<file path="src/sv/csu_pkg.sv">
// Shared types, codes and helpers of the cubic spline upsampler.
// Used by the interfaces, controller, datapath and divider; no dependencies.
package csu_pkg;

  localparam int unsigned PIX_W    = 8;
  localparam int unsigned Q_W      = 6;
  localparam int unsigned J_W      = 6;
  localparam int unsigned DIV_W    = 64;
  localparam int unsigned DIV_CNT_W = 7;
  localparam logic [Q_W-1:0] Q_MAX = 6'd32;
  localparam logic [PIX_W-1:0] PIX_MAX = 8'd255;
  localparam int unsigned EMIT_STEPS = 10;

  localparam logic CMD_LOAD = 1'b0;
  localparam logic CMD_EMIT = 1'b1;

  typedef enum logic [3:0] {
    MOP_NONE = 4'd0,
    MOP_Q2   = 4'd1,
    MOP_Q3   = 4'd2,
    MOP_Q2J  = 4'd3,
    MOP_JJ   = 4'd4,
    MOP_JJJ  = 4'd5,
    MOP_QJJ  = 4'd6,
    MOP_T1   = 4'd7,
    MOP_T2   = 4'd8,
    MOP_T3   = 4'd9,
    MOP_T4   = 4'd10,
    MOP_T5   = 4'd11,
    MOP_CORR = 4'd12
  } mop_e;

  typedef enum logic [1:0] {
    CW_ZERO = 2'd0,
    CW_DIV  = 2'd1,
    CW_BACK = 2'd2
  } cw_sel_e;

  typedef enum logic [1:0] {
    DSEL_SWEEP = 2'd0,
    DSEL_RHS   = 2'd1,
    DSEL_EMIT  = 2'd2
  } dsel_e;

  // per output frame: coefficient products, then the five numerator terms
  localparam mop_e EMIT_SEQ [EMIT_STEPS] = '{
    MOP_JJ, MOP_Q2J, MOP_JJJ, MOP_QJJ, MOP_T1,
    MOP_T2, MOP_T3, MOP_T4, MOP_T5, MOP_NONE
  };

  typedef struct packed {
    logic    y_we;
    logic    s_we;
    logic    c_we;
    logic    s_wzero;
    cw_sel_e c_wsel;
    logic    cap_y0;
    logic    cap_y1;
    logic    cap_y2;
    logic    cap_s;
    logic    cap_ca;
    logic    cap_cb;
    mop_e    mop;
    logic    div_start;
    dsel_e   dsel;
  } ctrl_t;

  typedef struct packed {
    logic             div_done;
    logic [PIX_W-1:0] pixel;
    logic [PIX_W-1:0] y1;
  } stat_t;

  function automatic logic signed [31:0] sat32(input logic signed [63:0] v);
    if (v > 64'sd2147483647) begin
      return 32'sh7fffffff;
    end else if (v < -64'sd2147483648) begin
      return 32'sh80000000;
    end
    return v[31:0];
  endfunction

endpackage

</file>
<file path="src/sv/csu_ctrl.sv">
// Controller: request handling, solve and emit sequencing, counters,
// q_factor register and output item register. Depends on csu_pkg.
module csu_ctrl #(
  parameter int unsigned MAX_SAMPLES = 64,
  parameter int unsigned AW          = $clog2(MAX_SAMPLES),
  parameter int unsigned CW          = $clog2(MAX_SAMPLES + 1)
) (
  input  logic                       clk_i,
  input  logic                       rst_ni,
  input  logic                       in_valid_i,
  output logic                       in_ready_o,
  input  logic                       in_cmd_i,
  input  logic                       in_last_i,
  input  logic                       cfg_valid_i,
  output logic                       cfg_ready_o,
  input  logic [csu_pkg::Q_W-1:0]    cfg_q_i,
  output logic                       out_valid_o,
  input  logic                       out_ready_i,
  output logic [csu_pkg::PIX_W-1:0]  out_pixel_o,
  output logic                       out_seg_end_o,
  output logic                       out_seq_end_o,
  output logic                       out_error_o,
  input  csu_pkg::stat_t             stat_i,
  output csu_pkg::ctrl_t             ctl_o,
  output logic [AW-1:0]              y_ra_o,
  output logic [AW-1:0]              s_ra_o,
  output logic [AW-1:0]              c_ra_o,
  output logic [AW-1:0]              y_wa_o,
  output logic [AW-1:0]              s_wa_o,
  output logic [AW-1:0]              c_wa_o,
  output logic [csu_pkg::Q_W-1:0]    qe_o,
  output logic [csu_pkg::J_W-1:0]    j_o
);
  typedef enum logic [26:0] {
    ST_IDLE   = 27'd1 << 0,
    ST_F_INIT = 27'd1 << 1,
    ST_F_RA   = 27'd1 << 2,
    ST_F_RB   = 27'd1 << 3,
    ST_F_RC   = 27'd1 << 4,
    ST_F_RD   = 27'd1 << 5,
    ST_F_DS   = 27'd1 << 6,
    ST_F_DW   = 27'd1 << 7,
    ST_F_RS   = 27'd1 << 8,
    ST_F_RW   = 27'd1 << 9,
    ST_F_END  = 27'd1 << 10,
    ST_B_RA   = 27'd1 << 11,
    ST_B_RB   = 27'd1 << 12,
    ST_B_RC   = 27'd1 << 13,
    ST_B_WT   = 27'd1 << 14,
    ST_B_WR   = 27'd1 << 15,
    ST_S_DONE = 27'd1 << 16,
    ST_E_RA   = 27'd1 << 17,
    ST_E_RB   = 27'd1 << 18,
    ST_E_RC   = 27'd1 << 19,
    ST_E_WQ   = 27'd1 << 20,
    ST_E_OP   = 27'd1 << 21,
    ST_E_DS   = 27'd1 << 22,
    ST_E_DW   = 27'd1 << 23,
    ST_E_PUSH = 27'd1 << 24,
    ST_E_FIN  = 27'd1 << 25,
    ST_ERR    = 27'd1 << 26
  } state_e;

  state_e                     state_q, state_d;
  logic [CW-1:0]              cnt_q, cnt_d;
  logic [AW-1:0]              seg_q, seg_d;
  logic                       solved_q, solved_d;
  logic [AW-1:0]              i_q, i_d;
  logic [csu_pkg::J_W-1:0]    j_q, j_d;
  logic [csu_pkg::Q_W-1:0]    qe_q, qe_d;
  logic                       final_q, final_d;
  logic [3:0]                 step_q, step_d;
  logic [csu_pkg::Q_W-1:0]    qreg_q;

  logic                       ov_q, ov_d;
  logic [csu_pkg::PIX_W-1:0]  opix_q, opix_d;
  logic                       oseg_q, oseg_d, oseq_q, oseq_d, oerr_q, oerr_d;

  logic [CW-1:0]              cnt_eff, cnt_m1, cnt_m2;
  logic [CW:0]                seg_p1;
  logic [AW-1:0]              emit_i;
  logic                       out_free;
  logic [csu_pkg::Q_W-1:0]    q_clamp;

  assign cnt_eff  = solved_q ? '0 : cnt_q;
  assign cnt_m1   = cnt_q - CW'(1);
  assign cnt_m2   = cnt_q - CW'(2);
  assign seg_p1   = (CW+1)'(seg_q) + 1'b1;
  assign emit_i   = (seg_p1 >= (CW+1)'(cnt_q)) ? cnt_m2[AW-1:0] : seg_q;
  assign out_free = !ov_q || out_ready_i;
  assign q_clamp  = (qreg_q == '0) ? csu_pkg::Q_W'(1) :
                    (qreg_q > csu_pkg::Q_MAX) ? csu_pkg::Q_MAX : qreg_q;

  always_comb begin
    state_d  = state_q;
    cnt_d    = cnt_q;
    seg_d    = seg_q;
    solved_d = solved_q;
    i_d      = i_q;
    j_d      = j_q;
    qe_d     = qe_q;
    final_d  = final_q;
    step_d   = step_q;
    ov_d     = ov_q && !out_ready_i;
    opix_d   = opix_q;
    oseg_d   = oseg_q;
    oseq_d   = oseq_q;
    oerr_d   = oerr_q;
    ctl_o    = '0;
    ctl_o.mop    = csu_pkg::MOP_NONE;
    ctl_o.c_wsel = csu_pkg::CW_ZERO;
    ctl_o.dsel   = csu_pkg::DSEL_SWEEP;
    y_ra_o   = i_q;
    s_ra_o   = i_q;
    c_ra_o   = i_q;
    y_wa_o   = cnt_eff[AW-1:0];
    s_wa_o   = i_q;
    c_wa_o   = i_q;

    case (state_q)
      ST_IDLE: begin
        if (in_valid_i) begin
          if (in_cmd_i == csu_pkg::CMD_LOAD) begin
            if (solved_q) begin
              solved_d = 1'b0;
              seg_d    = '0;
            end
            cnt_d = cnt_eff;
            if (cnt_eff < CW'(MAX_SAMPLES)) begin
              ctl_o.y_we = 1'b1;
              cnt_d      = cnt_eff + 1'b1;
            end
            if (in_last_i) state_d = ST_F_INIT;
          end else if (!solved_q || cnt_q < CW'(2)) begin
            if (solved_q) begin
              solved_d = 1'b0;
              cnt_d    = '0;
              seg_d    = '0;
            end
            state_d = ST_ERR;
          end else begin
            i_d     = emit_i;
            final_d = (CW'(emit_i) + CW'(2)) == cnt_q;
            qe_d    = q_clamp;
            j_d     = '0;
            state_d = ST_E_RA;
          end
        end
      end
      ST_F_INIT: begin
        if (cnt_q < CW'(2)) begin
          state_d = ST_S_DONE;
        end else begin
          ctl_o.s_we    = 1'b1;
          ctl_o.s_wzero = 1'b1;
          ctl_o.c_we    = 1'b1;
          s_wa_o        = '0;
          c_wa_o        = '0;
          i_d           = AW'(1);
          state_d       = (cnt_q == CW'(2)) ? ST_F_END : ST_F_RA;
        end
      end
      ST_F_RA: begin
        y_ra_o  = i_q - 1'b1;
        s_ra_o  = i_q - 1'b1;
        c_ra_o  = i_q - 1'b1;
        state_d = ST_F_RB;
      end
      ST_F_RB: begin
        ctl_o.cap_y0 = 1'b1;
        ctl_o.cap_s  = 1'b1;
        ctl_o.cap_ca = 1'b1;
        state_d      = ST_F_RC;
      end
      ST_F_RC: begin
        ctl_o.cap_y1 = 1'b1;
        y_ra_o       = i_q + 1'b1;
        state_d      = ST_F_RD;
      end
      ST_F_RD: begin
        ctl_o.cap_y2 = 1'b1;
        state_d      = ST_F_DS;
      end
      ST_F_DS: begin
        ctl_o.div_start = 1'b1;
        state_d         = ST_F_DW;
      end
      ST_F_DW: begin
        if (stat_i.div_done) begin
          ctl_o.s_we = 1'b1;
          state_d    = ST_F_RS;
        end
      end
      ST_F_RS: begin
        ctl_o.div_start = 1'b1;
        ctl_o.dsel      = csu_pkg::DSEL_RHS;
        state_d         = ST_F_RW;
      end
      ST_F_RW: begin
        ctl_o.dsel = csu_pkg::DSEL_RHS;
        if (stat_i.div_done) begin
          ctl_o.c_we   = 1'b1;
          ctl_o.c_wsel = csu_pkg::CW_DIV;
          if ((CW'(i_q) + CW'(2)) == cnt_q) begin
            state_d = ST_F_END;
          end else begin
            i_d     = i_q + 1'b1;
            state_d = ST_F_RA;
          end
        end
      end
      ST_F_END: begin
        ctl_o.s_we    = 1'b1;
        ctl_o.s_wzero = 1'b1;
        ctl_o.c_we    = 1'b1;
        s_wa_o        = cnt_m1[AW-1:0];
        c_wa_o        = cnt_m1[AW-1:0];
        i_d           = cnt_m2[AW-1:0];
        state_d       = (cnt_q >= CW'(3)) ? ST_B_RA : ST_S_DONE;
      end
      ST_B_RA: begin
        c_ra_o  = i_q + 1'b1;
        state_d = ST_B_RB;
      end
      ST_B_RB: begin
        ctl_o.cap_s  = 1'b1;
        ctl_o.cap_ca = 1'b1;
        state_d      = ST_B_RC;
      end
      ST_B_RC: begin
        ctl_o.cap_cb = 1'b1;
        ctl_o.mop    = csu_pkg::MOP_CORR;
        state_d      = ST_B_WT;
      end
      ST_B_WT: state_d = ST_B_WR;
      ST_B_WR: begin
        ctl_o.c_we   = 1'b1;
        ctl_o.c_wsel = csu_pkg::CW_BACK;
        if (i_q == AW'(1)) begin
          state_d = ST_S_DONE;
        end else begin
          i_d     = i_q - 1'b1;
          state_d = ST_B_RA;
        end
      end
      ST_S_DONE: begin
        solved_d = 1'b1;
        seg_d    = '0;
        state_d  = ST_IDLE;
      end
      ST_E_RA: begin
        ctl_o.mop = csu_pkg::MOP_Q2;
        state_d   = ST_E_RB;
      end
      ST_E_RB: begin
        ctl_o.cap_y0 = 1'b1;
        ctl_o.cap_ca = 1'b1;
        y_ra_o       = i_q + 1'b1;
        c_ra_o       = i_q + 1'b1;
        state_d      = ST_E_RC;
      end
      ST_E_RC: begin
        ctl_o.cap_y1 = 1'b1;
        ctl_o.cap_cb = 1'b1;
        ctl_o.mop    = csu_pkg::MOP_Q3;
        state_d      = ST_E_WQ;
      end
      ST_E_WQ: begin
        step_d  = '0;
        state_d = ST_E_OP;
      end
      ST_E_OP: begin
        ctl_o.mop = csu_pkg::EMIT_SEQ[step_q];
        if (step_q == 4'(csu_pkg::EMIT_STEPS - 1)) begin
          state_d = ST_E_DS;
        end else begin
          step_d = step_q + 1'b1;
        end
      end
      ST_E_DS: begin
        ctl_o.div_start = 1'b1;
        ctl_o.dsel      = csu_pkg::DSEL_EMIT;
        state_d         = ST_E_DW;
      end
      ST_E_DW: begin
        if (stat_i.div_done) state_d = ST_E_PUSH;
      end
      ST_E_PUSH: begin
        if (out_free) begin
          ov_d   = 1'b1;
          opix_d = stat_i.pixel;
          oseq_d = 1'b0;
          oerr_d = 1'b0;
          oseg_d = !final_q && (j_q == qe_q - 1'b1);
          if (j_q == qe_q - 1'b1) begin
            if (final_q) begin
              state_d = ST_E_FIN;
            end else begin
              seg_d   = i_q + 1'b1;
              state_d = ST_IDLE;
            end
          end else begin
            j_d     = j_q + 1'b1;
            step_d  = '0;
            state_d = ST_E_OP;
          end
        end
      end
      ST_E_FIN: begin
        if (out_free) begin
          ov_d     = 1'b1;
          opix_d   = stat_i.y1;
          oseg_d   = 1'b1;
          oseq_d   = 1'b1;
          oerr_d   = 1'b0;
          solved_d = 1'b0;
          cnt_d    = '0;
          seg_d    = '0;
          state_d  = ST_IDLE;
        end
      end
      ST_ERR: begin
        if (out_free) begin
          ov_d    = 1'b1;
          opix_d  = '0;
          oseg_d  = 1'b1;
          oseq_d  = 1'b0;
          oerr_d  = 1'b1;
          state_d = ST_IDLE;
        end
      end
      default: state_d = ST_IDLE;
    endcase
  end

  always_ff @(posedge clk_i or negedge rst_ni) begin
    if (!rst_ni) begin
      state_q  <= ST_IDLE;
      cnt_q    <= '0;
      seg_q    <= '0;
      solved_q <= 1'b0;
      i_q      <= '0;
      j_q      <= '0;
      qe_q     <= csu_pkg::Q_W'(1);
      final_q  <= 1'b0;
      step_q   <= '0;
      ov_q     <= 1'b0;
      qreg_q   <= csu_pkg::Q_W'(2);
    end else begin
      state_q  <= state_d;
      cnt_q    <= cnt_d;
      seg_q    <= seg_d;
      solved_q <= solved_d;
      i_q      <= i_d;
      j_q      <= j_d;
      qe_q     <= qe_d;
      final_q  <= final_d;
      step_q   <= step_d;
      ov_q     <= ov_d;
      if (cfg_valid_i) qreg_q <= cfg_q_i;
    end
  end

  always_ff @(posedge clk_i) begin
    opix_q <= opix_d;
    oseg_q <= oseg_d;
    oseq_q <= oseq_d;
    oerr_q <= oerr_d;
  end

  assign in_ready_o    = state_q == ST_IDLE;
  assign cfg_ready_o   = 1'b1;
  assign out_valid_o   = ov_q;
  assign out_pixel_o   = opix_q;
  assign out_seg_end_o = oseg_q;
  assign out_seq_end_o = oseq_q;
  assign out_error_o   = oerr_q;
  assign qe_o          = qe_q;
  assign j_o           = j_q;

endmodule

</file>
<file path="config.mk">
export PLATFORM = sky130hd
export DESIGN_NAME = csu_ctrl
export DESIGN_NICKNAME = d
export VERILOG_FILES = /design/src/sv/csu_pkg.sv /design/src/sv/csu_ctrl.sv
export SDC_FILE = /design/constraint.sdc
export NUM_CORES = 1
export LEC_CHECK = 0
export BUFFER_PORTS_ARGS = -buffer_cell sky130_fd_sc_hd__clkbuf_2
export CAP_MARGIN = 30
export CELL_PAD_IN_SITES_DETAIL_PLACEMENT = 1
export CELL_PAD_IN_SITES_GLOBAL_PLACEMENT = 2
export CORE_MARGIN = 2
export CORE_UTILIZATION = 30
export DETAILED_ROUTE_END_ITERATION = 8
export PLACE_DENSITY_LB_ADDON = 0.1
export SLEW_MARGIN = 20
export SYNTH_ARGS = -nofsm -noshare
export SYNTH_HDL_FRONTEND = slang
export SYNTH_SLANG_ARGS = --single-unit
</file>
<file path="constraint.sdc">
create_clock -name clk_i -period 3.6 [get_ports clk_i]
set_input_delay 0.9 -clock clk_i [delete_from_list [all_inputs] [get_ports clk_i]]
set_output_delay 0.9 -clock clk_i [all_outputs]
set_load 0.01 [all_outputs]
</file>
==> flow_summary.yaml <==
setup_path:
  cp.arrival_ns: 2.73
  reg2reg_setup_slack_ns: 0.16
  worstSetupPathType: "register to primary output"
  r2r-end: "final_q"
  r2r_cells: 12
  endpoint_kind: "primary output"
  critPathLaunch: "state_q[11]"
  rr_startpoint: "seg_q[0]"
  path_max_fanout: 7
  start_kind: "register"
  cp_data_required_time_ns: 2.70
  endpoint: "c_ra_o[1]"
routing:
  viasPerCell: 5.256
  drc: 0
  drtPass1Iterations: 4
  ant_nets: 0
  drt-total-wl_um: 23230
  via_count: 6197
  drtIter0Drc: 182
  wire_per_inst_um: 19.70
floorplanning:
  rows: 53
  dieArea_mm2: 0.02219
  boundaryPins: 111
  die_w_um: 149.0
  die_y_um: 149.0
  start_util_pct: 30.27
  core_mm2: 0.02082
synthesis:
  syn_inst: 751
  synthDistinctLibCells: 67
  yosysWarnings: 0
  ys_async_sr_fraction_pct: 86.59
  ys_ff_latch: 82
  ys_seq_area_share_pct: 33.49
  syn_area_mm2: 0.006304
  synth_edf_count: 11
  synth_ff_type: "dfrtp_1"
  syn_nets: 809
  avgSynthCellArea_um2: 8.394
placement:
  io_buffers: 109
  globalplace.congestion: 0.8876
  dp_slack_ns: -0.06417
  place_area_mm2: 0.007360
  dp_hpwl_um: 17780
sta:
  setup_tns_ns: -0.05254
  slew_headroom_pct: 54.80
  fin_crit_sh_pct: 100.9
  final_hold_viol_count: 0
  finalMaxSlewViolations: 0
  setup_slack_ns: -0.03061
  rsz0062_at_grt: "yes"
  setup_viol: 2
  fmax_ghz: 0.2754
  tightest_slew_ns: 0.6766
  min_period_ns: 3.631
  clock_skew_ns: 0.008399
cells_and_area:
  final_core_util_pct: 38.76
  drive_gt1_share_pct: 30.75
  synthToLayoutAreaGrowth_pct: 28.03
  n_antenna_cell: 0
  design_area_mm2: 0.008070
  final_nets: 957
power_and_ir_drop:
  power.switching_uw: 2032
  power_uw: 4584
  ir_drop_uv: 282.3
  power.internal_uw: 2552
  pwr-share-seq_pct: 26.5
  p_comb_share_pct: 51.9
  clock_power_share_pct: 21.6
  p_sw_share_pct: 44.33
  p_leak_uw: 0.003806
  powerDensity_mw_per_mm2: 568.0
hold_path:
  min_path_type: "primary input to async pin"
run:
  maxCapViolCount: 0
cts:
  holdBufCountCts: 0
  clockRootBuffer: "clkbuf_16"
  cts_tree: "yes"
  clkSinkCount: 82
  max-clock-path-buffers: 2
  worstSkewPairLatency_ns: 0.35
  numCtsBuffers: 9
  cts_max_level: 3
  path_clk_slew_ns: 0.07
status:
  outcome: "complete, but fails checks"
  violations: "setup timing"
global_routing:
  grt_pass1_vias: 6464
  grt_max_degree: 39
  antenna_found_initial: 0
  grt_first_pass_wirelength_um: 35850
  gr-total-overflow: 0
  grt_util_all_layers_pct: 20.90
worst min-delay path by stage:
| stage | start | endpoint | slack [ns] | depth (start not counted) |
|---|---|---|---|---|
| floorplan | state_q[4] | state_q[6] | 0.47 | 1 |
| global placement | qe_o[5] | qe_o[5] | 0.51 | 2 |
| detailed placement | qe_o[5] | qe_o[5] | 0.51 | 2 |
| CTS | state_q[4] | state_q[6] | 0.52 | 1 |
| global route | rst_ni | i_q[4] | 0.55 | 1 |
| finish | rst_ni | i_q[4] | 0.52 | 1 |
layer usage:
metal / part of all wire, % / wire, µm / GRT usage [%]
met1: 44 / 10200 / 26.24
met3: 2.3 / 535 / 2.324
met4: 3.1 / 718 / 8.190
met5: 0 / 0 / 0
met2: 51 / 11780 / 36.71
layout make-up:
cell class	count	area (µm²)
flip-flops and latches	82	2121
clock inverters	7	83.83
inverters	32	122.6
repair buffers	182	1136
multi-input cells	592	4038
clock buffers	9	225.2
fillers	2516	12750
well taps	275	344.1
synthesized netlist by cell type (13+ instances only):
library cell	number	area (µm²)
xnor2_1	34	297.8
mux2_2	14	157.7
dfrtp_1	68	1702
inv_1	32	120.1
clkbuf_1	32	120.1
xor2_1	23	201.4
nor2_1	79	296.5
nand4_1	15	93.84
or2_2	13	81.33
a21oi_1	27	135.1
nor4_1	22	137.6
ha_1	28	350.3
nand3_1	39	195.2
o21ai_0	57	285.3
nand2_1	68	255.2
nor3_1	18	90.09
critical path, cell delays in order (launching register included):
cell,delay (ns)
dfrtp_1,0.45
nor4_4,0.29
buf_4,0.19
nand4_1,0.17
nor4_4,0.27
nand3_2,0.21
buf_8,0.20
nand2_2,0.08
o21ai_0,0.08
a221o_1,0.31
clkbuf_2,0.13
cell usage in the layout (no fill, tap or decap), types with 14 or more instances in the layout:
| cell type | netlist | routed |
|---|---|---|
| a21oi_1 | 27 | 26 |
| buf_4 | 7 | 68 |
| clkbuf_2 | 1 | 101 |
| dfrtp_1 | 68 | 60 |
| ha_1 | 28 | 27 |
| inv_1 | 32 | 31 |
| mux2_2 | 14 | 14 |
| nand2_1 | 68 | 65 |
| nand3_1 | 39 | 35 |
| nand4_1 | 15 | 15 |
| nor2_1 | 79 | 71 |
| nor3_1 | 18 | 18 |
| nor4_1 | 22 | 17 |
| o21ai_0 | 57 | 44 |
| xnor2_1 | 34 | 34 |
| xor2_1 | 23 | 23 |
stage by stage:
stage	std cells	hold WS, ns
floorplan	751	0.4694
global placement	1136	0.5074
detailed placement	1137	0.5122
CTS	1167	0.5214
global route	1179	0.5536
finish	1179	0.5157
registers in the layout, summed over array words and instances (netlist names), 6 cells and up:
name         count
i_q              6
j_o              6
qreg_q           6
state_q         27
seg_q            6
out_pixel_o      8
cnt_q            7
qe_o             6
power by group through the flow:
stage	sequential [µW]	combinational, µW	clock (µW)
2_1_floorplan	1160	1450	0
3_3_place_gp	1230	2210	0
3_5_place_dp	1230	2230	0
4_1_cts	1220	2310	1020
5_1_grt	1240	2610	1050
6_report	1220	2380	991
cells by family (layout without fill, tap and decap cells):
| family | Yosys count | count (layout) | share of synthesized area, % |
|---|---|---|---|
| compound gates | 148 | 148 | 15.07 |
| xor+xnor | 57 | 57 | 7.920 |
| fa+ha+maj | 28 | 28 | 5.558 |
| buf+inv | 77 | 230 | 5.200 |
| flops | 82 | 82 | 33.49 |
| mux | 26 | 26 | 4.605 |
| other cells | 1 | 1 | 0.05949 |
| simple gates | 332 | 332 | 28.11 |
repair_timing:
action,in CTS,in global routing
gates resized for setup,22,55
buffers inserted,14,11
endpoints found under the setup margin,30,33
pin swaps,9,13
No activity file was read; power rests on OpenSTA's default activity.
